==> src/hw/rtl/spsz_pkg.sv <==
package spsz_pkg;

    localparam int MAX_LEADING_ZEROS = 31;
    localparam logic [7:0] EMU_PREVENT_BYTE = 8'h03;
    localparam logic [7:0] FIELD_SINK = 8'hFF;
    localparam logic [7:0] FIELD_EXPGOL = 8'h00;

    typedef enum logic [5:0] {
        STEP_HDR, STEP_PROFILE, STEP_CONSTR, STEP_LEVEL, STEP_SPSID, STEP_CHROMA,
        STEP_RCT, STEP_BDL, STEP_BDC, STEP_QPBYPASS, STEP_SCALING, STEP_SCLIST,
        STEP_LOG2FN, STEP_POCTYPE, STEP_POCLSB, STEP_DPOAZ, STEP_OFFNONREF,
        STEP_OFFTB, STEP_NUMCYC, STEP_OFFREF, STEP_NUMREF, STEP_GAPS, STEP_WMB,
        STEP_HMB, STEP_FMO, STEP_MBAFF, STEP_D8, STEP_CROP, STEP_CROPOFF,
        STEP_VUI, STEP_AR, STEP_ARIDC, STEP_SAR, STEP_OVS, STEP_OVSAPP, STEP_VST,
        STEP_VFMT, STEP_COLOUR, STEP_CHLOC, STEP_CHLOCV, STEP_TIMING, STEP_TICK,
        STEP_TSCALE, STEP_DONE, STEP_NOTSPS
    } step_t;

    typedef enum logic [2:0] {
        CTRL_IDLE, CTRL_SHIFT, CTRL_DSTART, CTRL_DIV, CTRL_FIN
    } ctrl_state_t;

    typedef enum logic [1:0] {
        STATUS_NOT_SPS = 2'd0,
        STATUS_PARSED  = 2'd1,
        STATUS_SHORT   = 2'd2
    } status_t;

    typedef struct packed {
        step_t       step;
        logic [15:0] width;
        logic [15:0] height;
        logic [31:0] tick;
        logic [31:0] tscale;
        logic        timing;
    } spsz_info_t;

    // field width of each step: 0 is an exp-golomb code, 0xff ignores bits
    function automatic logic [7:0] step_bits(step_t s);
        case (s)
            STEP_HDR, STEP_PROFILE, STEP_CONSTR, STEP_LEVEL, STEP_SCLIST,
            STEP_ARIDC:                                         step_bits = 8'd8;
            STEP_RCT, STEP_QPBYPASS, STEP_SCALING, STEP_DPOAZ, STEP_GAPS,
            STEP_FMO, STEP_MBAFF, STEP_D8, STEP_CROP, STEP_VUI, STEP_AR,
            STEP_OVS, STEP_OVSAPP, STEP_VST, STEP_CHLOC, STEP_TIMING: step_bits = 8'd1;
            STEP_SAR, STEP_TICK, STEP_TSCALE:                    step_bits = 8'd32;
            STEP_VFMT:                                          step_bits = 8'd5;
            STEP_COLOUR:                                        step_bits = 8'd24;
            STEP_DONE, STEP_NOTSPS:                             step_bits = FIELD_SINK;
            default:                                            step_bits = FIELD_EXPGOL;
        endcase
    endfunction

    function automatic logic [15:0] mbs_to_pixels(logic [31:0] v);
        if (v >= 32'd4095) begin
            mbs_to_pixels = 16'hFFFF;
        end else begin
            mbs_to_pixels = {v[11:0] + 12'd1, 4'd0};
        end
    endfunction

endpackage

==> src/hw/rtl/h264_sps_size_parser.sv <==
// channel  direction  tdata (low bit up)                                   tlast
// s_       in         data_byte[7:0]                                       last_byte
// m_       out        status[1:0] width[17:2] height[33:18] fps[64:34]     -
//                     fps_valid[65], zero fill to 72 bits
//
// a byte is taken in CTRL_IDLE, then CTRL_SHIFT shifts its bits into the parser while input waits
// a dropped emulation prevention byte is taken in CTRL_IDLE and is not shifted into the parser
// after the last byte come divider start, the serial fps divider and the result load
// reset is synchronous on aresetn low and clears parser, divider control and output valid
// a held result lets bytes in until the next unit's last byte, then input waits for the load
module h264_sps_size_parser
    import spsz_pkg::*;
(
    input  logic        aclk,
    input  logic        aresetn,
    input  logic        s_tvalid,
    output logic        s_tready,
    input  logic [7:0]  s_tdata,   // data_byte
    input  logic        s_tlast,   // last_byte
    output logic        m_tvalid,
    input  logic        m_tready,
    output logic [71:0] m_tdata    // status, width, height, fps, fps_valid, zero fill
);

    ctrl_state_t state_reg, state_next;
    logic [7:0]  sh_reg, sh_next;
    logic [2:0]  cnt_reg, cnt_next;
    logic        last_reg, last_next;
    logic [1:0]  zr_reg, zr_next;
    logic        mv_reg, mv_next;
    logic [71:0] md_reg, md_next;

    logic        accept;
    logic        drop;
    logic        shift_en;
    logic        div_start;
    logic        load;
    logic        div_done;
    logic [30:0] quotient;
    spsz_info_t  info;
    status_t     status;
    logic        fps_ok;

    assign accept = s_tvalid && s_tready;
    assign drop   = (zr_reg == 2'd2) && (s_tdata == EMU_PREVENT_BYTE);

    spsz_bit_parser u_parser (
        .aclk    (aclk),
        .aresetn (aresetn),
        .clear   (load),
        .bit_en  (shift_en),
        .bit_in  (sh_reg[7]),
        .info    (info)
    );

    spsz_divider u_div (
        .aclk     (aclk),
        .aresetn  (aresetn),
        .start    (div_start),
        .dividend (info.tscale[31:1]),
        .divisor  (info.tick),
        .done     (div_done),
        .quotient (quotient)
    );

    always_comb begin
        state_next = state_reg;
        case (state_reg)
            CTRL_IDLE: begin
                if (accept) begin
                    if (!drop) begin
                        state_next = CTRL_SHIFT;
                    end else if (s_tlast) begin
                        state_next = CTRL_DSTART;
                    end
                end
            end
            CTRL_SHIFT: begin
                if (cnt_reg == 3'd7) begin
                    state_next = last_reg ? CTRL_DSTART : CTRL_IDLE;
                end
            end
            CTRL_DSTART: state_next = CTRL_DIV;
            CTRL_DIV: begin
                if (div_done) begin
                    state_next = CTRL_FIN;
                end
            end
            CTRL_FIN: begin
                if (!mv_reg || m_tready) begin
                    state_next = CTRL_IDLE;
                end
            end
            default: state_next = CTRL_IDLE;
        endcase
    end

    always_comb begin
        s_tready  = 1'b0;
        shift_en  = 1'b0;
        div_start = 1'b0;
        load      = 1'b0;
        case (state_reg)
            CTRL_IDLE:   s_tready  = 1'b1;
            CTRL_SHIFT:  shift_en  = 1'b1;
            CTRL_DSTART: div_start = 1'b1;
            CTRL_FIN:    load      = !mv_reg || m_tready;
            default: ;
        endcase
    end

    always_comb begin
        if (info.step == STEP_NOTSPS || info.step == STEP_HDR) begin
            status = STATUS_NOT_SPS;
        end else if (info.step == STEP_DONE) begin
            status = STATUS_PARSED;
        end else begin
            status = STATUS_SHORT;
        end
    end

    assign fps_ok = (status == STATUS_PARSED) && info.timing && (info.tick != 32'd0);

    always_comb begin
        sh_next   = sh_reg;
        cnt_next  = cnt_reg;
        last_next = last_reg;
        zr_next   = zr_reg;
        mv_next   = mv_reg;
        md_next   = md_reg;
        if (accept) begin
            sh_next   = s_tdata;
            cnt_next  = '0;
            last_next = s_tlast;
            if (drop) begin
                zr_next = '0;
            end else if (s_tdata == 8'd0) begin
                zr_next = (zr_reg < 2'd2) ? zr_reg + 2'd1 : 2'd2;
            end else begin
                zr_next = '0;
            end
        end
        if (shift_en) begin
            sh_next  = {sh_reg[6:0], 1'b0};
            cnt_next = cnt_reg + 3'd1;
        end
        if (mv_reg && m_tready) begin
            mv_next = 1'b0;
        end
        if (load) begin
            mv_next = 1'b1;
            zr_next = '0;
            md_next = '0;
            md_next[1:0] = status;
            if (status != STATUS_NOT_SPS) begin
                md_next[17:2]  = info.width;
                md_next[33:18] = info.height;
            end
            if (fps_ok) begin
                md_next[64:34] = quotient;
                md_next[65]    = 1'b1;
            end
        end
    end

    always_ff @(posedge aclk) begin
        if (!aresetn) begin
            state_reg <= CTRL_IDLE;
            cnt_reg   <= '0;
            last_reg  <= 1'b0;
            zr_reg    <= '0;
            mv_reg    <= 1'b0;
        end else begin
            state_reg <= state_next;
            cnt_reg   <= cnt_next;
            last_reg  <= last_next;
            zr_reg    <= zr_next;
            mv_reg    <= mv_next;
        end
        sh_reg <= sh_next;
        md_reg <= md_next;
    end

    assign m_tvalid = mv_reg;
    assign m_tdata  = md_reg;

endmodule

==> src/hw/rtl/spsz_bit_parser.sv <==
module spsz_bit_parser
    import spsz_pkg::*;
(
    input  logic       aclk,
    input  logic       aresetn,
    input  logic       clear,
    input  logic       bit_en,
    input  logic       bit_in,
    output spsz_info_t info
);

    step_t       step_reg, step_next;
    logic [31:0] acc_reg, acc_next;
    logic [5:0]  bl_reg, bl_next;
    logic [5:0]  lz_reg, lz_next;
    logic        suffix_reg, suffix_next;
    logic [31:0] loop_reg, loop_next;
    logic [7:0]  profile_reg, profile_next;
    logic [15:0] width_reg, width_next;
    logic [15:0] height_reg, height_next;
    logic [31:0] tick_reg, tick_next;
    logic [31:0] tscale_reg, tscale_next;
    logic        timing_reg, timing_next;

    logic [7:0]  fbits;
    logic [7:0]  nbits;
    logic        finish;
    logic [31:0] fv;
    logic [31:0] acc_shift;
    logic [31:0] loop_dec;
    step_t       nx;

    assign fbits     = step_bits(step_reg);
    assign acc_shift = {acc_reg[30:0], bit_in};
    assign loop_dec  = loop_reg - 32'd1;
    assign nbits     = step_bits(nx);

    always_comb begin
        step_next    = step_reg;
        acc_next     = acc_reg;
        bl_next      = bl_reg;
        lz_next      = lz_reg;
        suffix_next  = suffix_reg;
        loop_next    = loop_reg;
        profile_next = profile_reg;
        width_next   = width_reg;
        height_next  = height_reg;
        tick_next    = tick_reg;
        tscale_next  = tscale_reg;
        timing_next  = timing_reg;
        finish       = 1'b0;
        fv           = '0;
        nx           = STEP_DONE;

        if (bit_en && fbits != FIELD_SINK) begin
            if (fbits != FIELD_EXPGOL) begin
                acc_next = acc_shift;
                bl_next  = bl_reg - 6'd1;
                if (bl_reg == 6'd1) begin
                    finish = 1'b1;
                    fv     = acc_shift;
                end
            end else if (!suffix_reg) begin
                if (!bit_in) begin
                    if (lz_reg < 6'(MAX_LEADING_ZEROS)) begin
                        lz_next = lz_reg + 6'd1;
                    end
                end else if (lz_reg == 6'd0) begin
                    finish = 1'b1;
                end else begin
                    suffix_next = 1'b1;
                    bl_next     = lz_reg;
                    acc_next    = '0;
                end
            end else begin
                acc_next = acc_shift;
                bl_next  = bl_reg - 6'd1;
                if (bl_reg == 6'd1) begin
                    finish = 1'b1;
                    fv     = ((32'd1 << lz_reg[4:0]) - 32'd1) + acc_shift;
                end
            end
        end

        if (finish) begin
            case (step_reg)
                STEP_HDR:      nx = (fv[4:0] == 5'd7) ? STEP_PROFILE : STEP_NOTSPS;
                STEP_PROFILE: begin
                    profile_next = fv[7:0];
                    nx = STEP_CONSTR;
                end
                STEP_CONSTR:   nx = STEP_LEVEL;
                STEP_LEVEL:    nx = STEP_SPSID;
                STEP_SPSID:    nx = (profile_reg == 8'd100 || profile_reg == 8'd110 ||
                                     profile_reg == 8'd122 || profile_reg == 8'd144)
                                    ? STEP_CHROMA : STEP_LOG2FN;
                STEP_CHROMA:   nx = (fv == 32'd3) ? STEP_RCT : STEP_BDL;
                STEP_RCT:      nx = STEP_BDL;
                STEP_BDL:      nx = STEP_BDC;
                STEP_BDC:      nx = STEP_QPBYPASS;
                STEP_QPBYPASS: nx = STEP_SCALING;
                STEP_SCALING:  nx = (fv != 32'd0) ? STEP_SCLIST : STEP_LOG2FN;
                STEP_SCLIST:   nx = STEP_LOG2FN;
                STEP_LOG2FN:   nx = STEP_POCTYPE;
                STEP_POCTYPE:  nx = (fv == 32'd0) ? STEP_POCLSB :
                                    ((fv == 32'd1) ? STEP_DPOAZ : STEP_NUMREF);
                STEP_POCLSB:   nx = STEP_NUMREF;
                STEP_DPOAZ:    nx = STEP_OFFNONREF;
                STEP_OFFNONREF: nx = STEP_OFFTB;
                STEP_OFFTB:    nx = STEP_NUMCYC;
                STEP_NUMCYC: begin
                    loop_next = fv;
                    nx = (fv == 32'd0) ? STEP_NUMREF : STEP_OFFREF;
                end
                STEP_OFFREF: begin
                    loop_next = loop_dec;
                    nx = (loop_dec == 32'd0) ? STEP_NUMREF : STEP_OFFREF;
                end
                STEP_NUMREF:   nx = STEP_GAPS;
                STEP_GAPS:     nx = STEP_WMB;
                STEP_WMB: begin
                    width_next = mbs_to_pixels(fv);
                    nx = STEP_HMB;
                end
                STEP_HMB: begin
                    height_next = mbs_to_pixels(fv);
                    nx = STEP_FMO;
                end
                STEP_FMO:      nx = (fv != 32'd0) ? STEP_D8 : STEP_MBAFF;
                STEP_MBAFF:    nx = STEP_D8;
                STEP_D8:       nx = STEP_CROP;
                STEP_CROP: begin
                    if (fv != 32'd0) begin
                        loop_next = 32'd4;
                        nx = STEP_CROPOFF;
                    end else begin
                        nx = STEP_VUI;
                    end
                end
                STEP_CROPOFF: begin
                    loop_next = loop_dec;
                    nx = (loop_dec == 32'd0) ? STEP_VUI : STEP_CROPOFF;
                end
                STEP_VUI:      nx = (fv != 32'd0) ? STEP_AR : STEP_DONE;
                STEP_AR:       nx = (fv != 32'd0) ? STEP_ARIDC : STEP_OVS;
                STEP_ARIDC:    nx = (fv == 32'd255) ? STEP_SAR : STEP_OVS;
                STEP_SAR:      nx = STEP_OVS;
                STEP_OVS:      nx = (fv != 32'd0) ? STEP_OVSAPP : STEP_VST;
                STEP_OVSAPP:   nx = STEP_VST;
                STEP_VST:      nx = (fv != 32'd0) ? STEP_VFMT : STEP_CHLOC;
                STEP_VFMT:     nx = fv[0] ? STEP_COLOUR : STEP_CHLOC;
                STEP_COLOUR:   nx = STEP_CHLOC;
                STEP_CHLOC: begin
                    if (fv != 32'd0) begin
                        loop_next = 32'd2;
                        nx = STEP_CHLOCV;
                    end else begin
                        nx = STEP_TIMING;
                    end
                end
                STEP_CHLOCV: begin
                    loop_next = loop_dec;
                    nx = (loop_dec == 32'd0) ? STEP_TIMING : STEP_CHLOCV;
                end
                STEP_TIMING:   nx = (fv != 32'd0) ? STEP_TICK : STEP_DONE;
                STEP_TICK: begin
                    tick_next = fv;
                    nx = STEP_TSCALE;
                end
                STEP_TSCALE: begin
                    tscale_next = fv;
                    timing_next = 1'b1;
                    nx = STEP_DONE;
                end
                default:       nx = STEP_DONE;
            endcase
            step_next   = nx;
            acc_next    = '0;
            lz_next     = '0;
            suffix_next = 1'b0;
            bl_next     = (nbits == FIELD_SINK) ? 6'd0 : nbits[5:0];
        end
    end

    always_ff @(posedge aclk) begin
        if (!aresetn || clear) begin
            step_reg    <= STEP_HDR;
            acc_reg     <= '0;
            bl_reg      <= 6'd8;
            lz_reg      <= '0;
            suffix_reg  <= 1'b0;
            loop_reg    <= '0;
            profile_reg <= '0;
            width_reg   <= '0;
            height_reg  <= '0;
            tick_reg    <= '0;
            tscale_reg  <= '0;
            timing_reg  <= 1'b0;
        end else begin
            step_reg    <= step_next;
            acc_reg     <= acc_next;
            bl_reg      <= bl_next;
            lz_reg      <= lz_next;
            suffix_reg  <= suffix_next;
            loop_reg    <= loop_next;
            profile_reg <= profile_next;
            width_reg   <= width_next;
            height_reg  <= height_next;
            tick_reg    <= tick_next;
            tscale_reg  <= tscale_next;
            timing_reg  <= timing_next;
        end
    end

    assign info.step   = step_reg;
    assign info.width  = width_reg;
    assign info.height = height_reg;
    assign info.tick   = tick_reg;
    assign info.tscale = tscale_reg;
    assign info.timing = timing_reg;

endmodule

==> src/hw/rtl/spsz_divider.sv <==
module spsz_divider
    import spsz_pkg::*;
(
    input  logic        aclk,
    input  logic        aresetn,
    input  logic        start,
    input  logic [30:0] dividend,
    input  logic [31:0] divisor,
    output logic        done,
    output logic [30:0] quotient
);

    logic [31:0] rem_reg, rem_next;
    logic [30:0] q_reg, q_next;
    logic [31:0] dvs_reg, dvs_next;
    logic [4:0]  cnt_reg, cnt_next;
    logic        busy_reg, busy_next;
    logic        done_reg, done_next;
    logic [32:0] trial;
    logic        fits;

    // restoring division, one quotient bit per cycle
    assign trial = {rem_reg, q_reg[30]};
    assign fits  = trial >= {1'b0, dvs_reg};

    always_comb begin
        rem_next  = rem_reg;
        q_next    = q_reg;
        dvs_next  = dvs_reg;
        cnt_next  = cnt_reg;
        busy_next = busy_reg;
        done_next = 1'b0;
        if (start) begin
            rem_next  = '0;
            q_next    = dividend;
            dvs_next  = divisor;
            cnt_next  = '0;
            busy_next = 1'b1;
        end else if (busy_reg) begin
            rem_next = fits ? 32'(trial - {1'b0, dvs_reg}) : trial[31:0];
            q_next   = {q_reg[29:0], fits};
            cnt_next = cnt_reg + 5'd1;
            if (cnt_reg == 5'd30) begin
                busy_next = 1'b0;
                done_next = 1'b1;
            end
        end
    end

    always_ff @(posedge aclk) begin
        if (!aresetn) begin
            busy_reg <= 1'b0;
            done_reg <= 1'b0;
            cnt_reg  <= '0;
        end else begin
            busy_reg <= busy_next;
            done_reg <= done_next;
            cnt_reg  <= cnt_next;
        end
        rem_reg <= rem_next;
        q_reg   <= q_next;
        dvs_reg <= dvs_next;
    end

    assign done     = done_reg;
    assign quotient = q_reg;

endmodule

==> config.mk <==
export PLATFORM = sky130hd
export DESIGN_NAME = h264_sps_size_parser
export DESIGN_NICKNAME = d
export VERILOG_FILES = /design/src/hw/rtl/spsz_pkg.sv /design/src/hw/rtl/h264_sps_size_parser.sv /design/src/hw/rtl/spsz_bit_parser.sv /design/src/hw/rtl/spsz_divider.sv
export SDC_FILE = /design/constraint.sdc
export NUM_CORES = 1
export LEC_CHECK = 0
export BUFFER_PORTS_ARGS = -buffer_cell sky130_fd_sc_hd__buf_2
export CAP_MARGIN = 20
export CORE_AREA = 2 2 229 186
export DETAILED_ROUTE_END_ITERATION = 12
export DIE_AREA = 0 0 231 188
export GPL_TIMING_DRIVEN = 0
export PLACE_DENSITY = 0.72
export SLEW_MARGIN = 10
export SYNTH_ARGS = -nofsm -noshare
export SYNTH_HDL_FRONTEND = slang
export SYNTH_SLANG_ARGS = --single-unit
export TNS_END_PERCENT = 100
==> constraint.sdc <==
create_clock -name aclk -period 5.9 [get_ports aclk]
set_input_delay 0.885 -clock aclk [delete_from_list [all_inputs] [get_ports aclk]]
set_output_delay 0.885 -clock aclk [all_outputs]
set_load 0.005 [all_outputs]
==> flow_summary_export.csv, run 1 <==
group,metric,value,unit
pwr,p_sw,3260,µW
sta,fin_ws,-379.6,ps
worst_setup_path,worstSetupPathType,"reg -> reg",
layout,layout-drive-gt1-share,14.21,%
pwr,comb_power_share,35.2,%
pwr,leakagePower,0.009814,µW
global_routing,use_met2,44.73,%
routing,postRouteAntennaNets,0,
global_routing,grt_pass1_vias,19090,
place,gp_congestion,0.9813,
sta,period_share,106.4,%
layout,largest_reg_flops,60,
sta,rsz0062_at_grt,"true",
global_routing,grt_max_degree,39,
clock_network,path_clk_slew,60,ps
pwr,p_int,5703,µW
logic_synthesis,avgSynthCellArea,8.296,µm²
worst_setup_path,cp_max_fo,5,
logic_synthesis,synth_top_area_share,21.87,%
routing,drc,0,
pwr,clkPwrFrac,28.4,%
worst_setup_path,slowest_stage,"a311o_1",
sta,setup_violations,11,
floorplan,die_h,188,µm
layout,fin_nets,2932,
layout,layout_commonest_cell,"nor2_1",
floorplan,ioPinCount,87,
clock_network,cts-root-buf,"clkbuf_16",
logic_synthesis,async_reset_ff_share,0,%
pwr,power,8963,µW
clock_network,cts_tree,"built",
logic_synthesis,synth.cell_area,0.02160,mm²
pwr,seqPwrFrac,36.4,%
sta,hold_violations,0,
floorplan,die_x,231,µm
pwr,vdd_drop_max,0.2254,mV
layout,register_area,0.008642,mm²
global_routing,grt_busiest_layer,"met2",
floorplan,core,0.04124,mm²
clock_network,cts_made_buffers,40,
layout,instances_no_fill,3380,
sta,worst_slew_margin_rel,12.48,%
pwr,switching_share,36.38,%
logic_synthesis,synth_seq_area_share,39.94,%
logic_synthesis,yosys_warnings,0,
clock_network,clk_latency,570,ps
run,cap_violations,0,
routing,wl_per_cell,19.86,µm
logic_synthesis,synth-edff-count,130,
floorplan,initial_core_util,52.38,%
logic_synthesis,synthCells,2604,
clock_network,htree_levels,2,
global_routing,antenna_found_initial,1,
worst_setup_path,end_kind,"register",
global_routing,grtUsageMet3,6.144,%
routing,viasPerCell,6.081,
layout,syn2layout_area_growth,17.30,%
routing,initialDrtViolationCount,2306,
floorplan,design.die.area,0.04343,mm²
place,port_buffers,80,
hold_path,worst_hold_path_type,"reg -> reg",
pwr,powerDensity,353.7,mW/mm²
routing,routed_wl,67130,µm
logic_synthesis,yosysTopAreaCell,"dfxtp_1",
worst_setup_path,worstPathArrival,6720,ps
worst_setup_path,startpoint_type,"register",
outcome,violations,"setup timing",
clock_network,cts_sinks,366,
layout,nFillCells,3595,
clock_network,hold_buffers,0,
sta,worst_slew_pin_slew,1308,ps
routing,firstDrtPassIters,6,
global_routing,grt_use_met1,41.46,%
layout,multiInputGateArea,0.01232,mm²
floorplan,rows,67,
sta,fmax,0.1592,GHz
layout,diodes,0,
clock_network,clockBufferDepth,3,
sta,drv_slew,0,
sta,period_minus_slack,6280,ps
worst_setup_path,crit_path_frequent_cell,"ha_4",
global_routing,grt-ovfl-total,0,
worst_setup_path,cpPeakStageDelay,440,ps
global_routing,track_usage,29.71,%
global_routing,grt_first_pass_wirelength,103300,µm
logic_synthesis,yosys.cell_types.count,100,
worst_setup_path,required,6340,ps
layout,layout_common_cells,"nor2_1, nand2_1, dfxtp_1",
logic_synthesis,synth_area_leaders,"dfxtp_1, edfxtp_1, ha_1",
logic_synthesis,yosys_register_bits,366,
sta,finalClockSkew,21.33,ps
routing,num_vias,20550,
outcome,status,"complete, but fails checks",
logic_synthesis,synthFlopType,"dfxtp_1",
place,post-place-cells,3250,
place,hpwl,48430,µm
==> metal layers <==
layer | part of all wire [%] | vias up
li1 | - | 9597
met3 | 9.2 | 190
met5 | 0.019 | -
met2 | 43 | 1054
met4 | 4.5 | 2
met1 | 43 | 9711
==> stage by stage <==
step	hold slack (ps)	util (%)	area (µm²)	TNS (ps)	worst slack, ps
floorplan	430.4	-	21620	0	41.22
global placement	444.6	55.07	22710	-66390	-1907
detailed placement	449.2	55.41	22850	-67550	-2029
CTS	456.2	60.29	24870	-505.2	-116.4
global route	482.0	61.43	25340	-3698	-471.3
finish	456.9	61.43	25340	-2668	-379.6
==> cell usage after synthesis, types with 14 or more instances <==
cell type  number
nand3b_1       18
clkbuf_1      131
xor2_1         34
nor2b_1        49
a211oi_1       55
nand2b_1       21
o21ai_0       136
inv_1         165
ha_1          120
a31oi_1        19
nand2_1       303
buf_4          14
nor4_1         30
nor2_1        325
a21oi_1       179
xnor2_1        53
and3_1         14
nand3_1        54
mux2i_1        25
nand4_1        29
a22oi_1        55
nor3_1         71
o21a_1         14
dfxtp_1       236
edfxtp_1      130
and2_1         51
a21o_1         20
==> critical path: cells and delay by family (launching register included) <==
kind,cells,cell delay [ps]
flip-flops,1,380
adder cells (fa/ha/maj),5,1160
AND/OR/NAND/NOR,11,2000
multiplexers,1,290
buffers and inverters,3,170
AO/OA/AOI/OAI,9,2120
==> cell type report <==
cell class,count,share of cell area [%]
Buffer,161,2.765
Clock buffer,58,4.666
Clock inverter,15,0.7456
Inverter,166,2.509
Multi-Input combinational cell,1912,48.61
Sequential cell,366,34.11
Tap cell,552,2.726
Timing Repair Buffer,150,3.866
==> cells by family (layout without fill, tap and decap cells) <==
kind of cell,after synthesis,after routing,synth area share (%)
and+or+nand+nor,1038,1038,23.00
AOI/OAI and AO/OA,631,631,18.99
DFF,366,366,39.94
buffers and inverters,331,550,6.070
adders and majority gates,122,122,7.136
xor gates and xnor gates,87,87,3.527
muxes,28,28,1.315
other,1,6,0.01736
==> worst paths after layout <==
path | from | to | slack [ps] | cells past startpoint
hold reg to reg | sh_reg[0]$_SDFFE_PP0P_ | sh_reg[0]$_SDFFE_PP0P_ | 460 | 2
setup reg to reg | u_parser.lz_reg[1]$_SDFFE_PP0P_ | u_parser.bl_reg[2]$_SDFFE_PP0P_ | -380 | 29
setup / recovery | u_parser.lz_reg[1]$_SDFFE_PP0P_ | u_parser.bl_reg[2]$_SDFFE_PP0P_ | -380 | 29
hold / removal | sh_reg[0]$_SDFFE_PP0P_ | sh_reg[0]$_SDFFE_PP0P_ | 460 | 2
==> power by group through the flow <==
| stage | registers [µW] | logic (µW) | clock network [µW] |
|---|---|---|---|
| 6_report | 3260 | 3150 | 2550 |
| 5_1_grt | 3300 | 3460 | 2670 |
| 4_1_cts | 3260 | 3010 | 2580 |
| 3_5_place_dp | 3310 | 2910 | 0 |
| 3_3_place_gp | 3300 | 2780 | 0 |
| 2_1_floorplan | 3240 | 2170 | 0 |
==> repair_timing <==
action / CTS / global route
gates resized for setup: 92 / 78
buffers inserted: 39 / 23
pin swaps: 31 / 36
setup endpoints to repair: 76 / 56
Power figures use the tool's default switching activity.
==> inputs of run 2 (changes only) <==
RECOVER_POWER = 100   (was unset)
==> run 2 against run 1 <==
Against the previous run:
- the run ends with capacitance limit, slew limit, setup timing left
- clock skew decreased by 4.9 ps
- worst setup slack improved by 47 ps
- first-iteration DRC count shrank 5.2%
- utilization decreased by 0.24 points
- sequential power hardly changed
- critical path depth unchanged
- die area did not move
- global-route usage did not move
- wire length hardly changed
- total power down 0.38%
- largest power group unchanged
- highest routed layer unchanged
==> flow_summary_export.csv, run 2 (synthesis gave the netlist of run 1 again) <==
group,metric,value,unit
outcome,status,"complete, but fails checks",
outcome,violations,"capacitance limit, slew limit, setup timing",
floorplan,die_h,188,µm
worst_setup_path,required,6350,ps
sta,period_minus_slack,6233,ps
place,gp_congestion,0.9813,
clock_network,hold_buffers,0,
routing,postRouteAntennaNets,0,
layout,layout_common_cells,"nor2_1, nand2_1, dfxtp_1",
floorplan,core,0.04124,mm²
layout,fin_util,61.19,%
sta,fmax,0.1604,GHz
place,dp_slack,-2029,ps
floorplan,ioPinCount,87,
layout,syn2layout_area_growth,16.84,%
pwr,powerDensity,353.8,mW/mm²
sta,hold_violations,0,
floorplan,rows,67,
layout,largest_reg_flops,60,
clock_network,cts_made_buffers,40,
global_routing,grt_pass1_vias,19090,
place,port_buffers,80,
global_routing,grt_first_pass_wirelength,103300,µm
worst_setup_path,worstSetupPathType,"reg -> reg",
place,hpwl,48430,µm
layout,layout-drive-gt1-share,13.15,%
sta,drv_slew,72,
routing,initialDrtViolationCount,2187,
routing,num_vias,20440,
routing,wl_per_cell,19.84,µm
worst_setup_path,cpPeakStageDelay,440,ps
clock_network,clockBufferDepth,3,
sta,setup_violations,11,
run,cap_violations,2,
worst_setup_path,startpoint_type,"register",
routing,firstDrtPassIters,8,
worst_setup_path,end_kind,"register",
place,placed_area,0.02285,mm²
global_routing,grt_max_degree,39,
routing,viasPerCell,6.046,
worst_setup_path,slowest_stage,"a311o_1",
worst_setup_path,worstPathArrival,6680,ps
worst_setup_path,crit_path_frequent_cell,"ha_4",
layout,design_area,0.02524,mm²
worst_setup_path,cp_max_fo,5,
floorplan,initial_core_util,52.38,%
global_routing,antenna_found_initial,1,
pwr,vdd_drop_max,0.2240,mV
global_routing,track_usage,29.71,%
routing,drc,0,
sta,fin_ws,-333.1,ps
clock_network,clk_latency,570,ps
sta,worst_slew_margin_rel,-30.23,%
floorplan,design.die.area,0.04343,mm²
pwr,leakagePower,0.009711,µW
clock_network,cts-root-buf,"clkbuf_16",
layout,diodes,0,
sta,period_share,105.6,%
hold_path,worst_hold_path_type,"reg -> reg",
clock_network,cts_sinks,366,
routing,routed_wl,67070,µm
sta,worst_slew_pin_slew,1953,ps
sta,finalClockSkew,16.43,ps
floorplan,die_x,231,µm
sta,tns,-2308,ps
global_routing,grt-ovfl-total,0,
clock_network,path_clk_slew,60,ps
clock_network,htree_levels,2,
sta,rsz0062_at_grt,"true",
clock_network,cts_tree,"built",
sta,holdWs,456.9,ps
layout,layout_commonest_cell,"nor2_1",
layout,fin_nets,2932,
## run 2: per-stage QoR
stage | total power (µW) | std cells
2_1_floorplan | 5411 | 2609
3_3_place_gp | 6088 | 3241
3_5_place_dp | 6223 | 3250
4_1_cts | 8843 | 3359
5_1_grt | 9395 | 3380
6_report | 8929 | 3380
## run 2: final timing paths
check | cells past startpoint | slack, ps | start | to
min reg2reg | 2 | 460 | sh_reg[0]$_SDFFE_PP0P_ | sh_reg[0]$_SDFFE_PP0P_
min | 2 | 460 | sh_reg[0]$_SDFFE_PP0P_ | sh_reg[0]$_SDFFE_PP0P_
max reg2reg | 29 | -330 | u_parser.lz_reg[1]$_SDFFE_PP0P_ | u_parser.bl_reg[2]$_SDFFE_PP0P_
max | 29 | -330 | u_parser.lz_reg[1]$_SDFFE_PP0P_ | u_parser.bl_reg[2]$_SDFFE_PP0P_
## run 2: critical path, delay by kind of cell (launching register included)
kind,cells,cell delay [ps]
AND/OR/NAND/NOR,11,2000
adder cells (fa/ha/maj),5,1160
multiplexers,1,290
AO/OA/AOI/OAI,9,2100
flip-flops,1,390
buffers and inverters,3,170
## run 2: final cells by class
type / count / area, µm²
clock buffers: 58 / 1182
flip-flops and latches: 366 / 8642
repair buffers: 150 / 897.1
multi-input cells: 1912 / 12300
plain buffers: 161 / 698.2
well taps: 552 / 690.7
inverters: 166 / 635.6
clock inverters: 15 / 188.9
fillers: 3622 / 16010
## run 2: repair_timing
action,in CTS,in global routing
setup endpoints to repair,76,56
resized for setup,92,78
pin swaps,31,36
buffers inserted,39,23
## run 2: per-layer routing
metal	vias up	routed length, µm	share of wire (%)	GRT usage, %
li1	9577	-	-	-
met1	9654	29230	44	41.46
met2	1012	28670	43	44.73
met3	191	6079	9.1	6.144
met4	2	3071	4.6	12.33
met5	-	13	0.019	0
## run 2: power by group
part           switching [µW]  total (µW)  internal (µW)
clock network            1090        2550           1470
registers                 214        3270           3060
logic                    1960        3100           1150
total                    3260        8930           5670
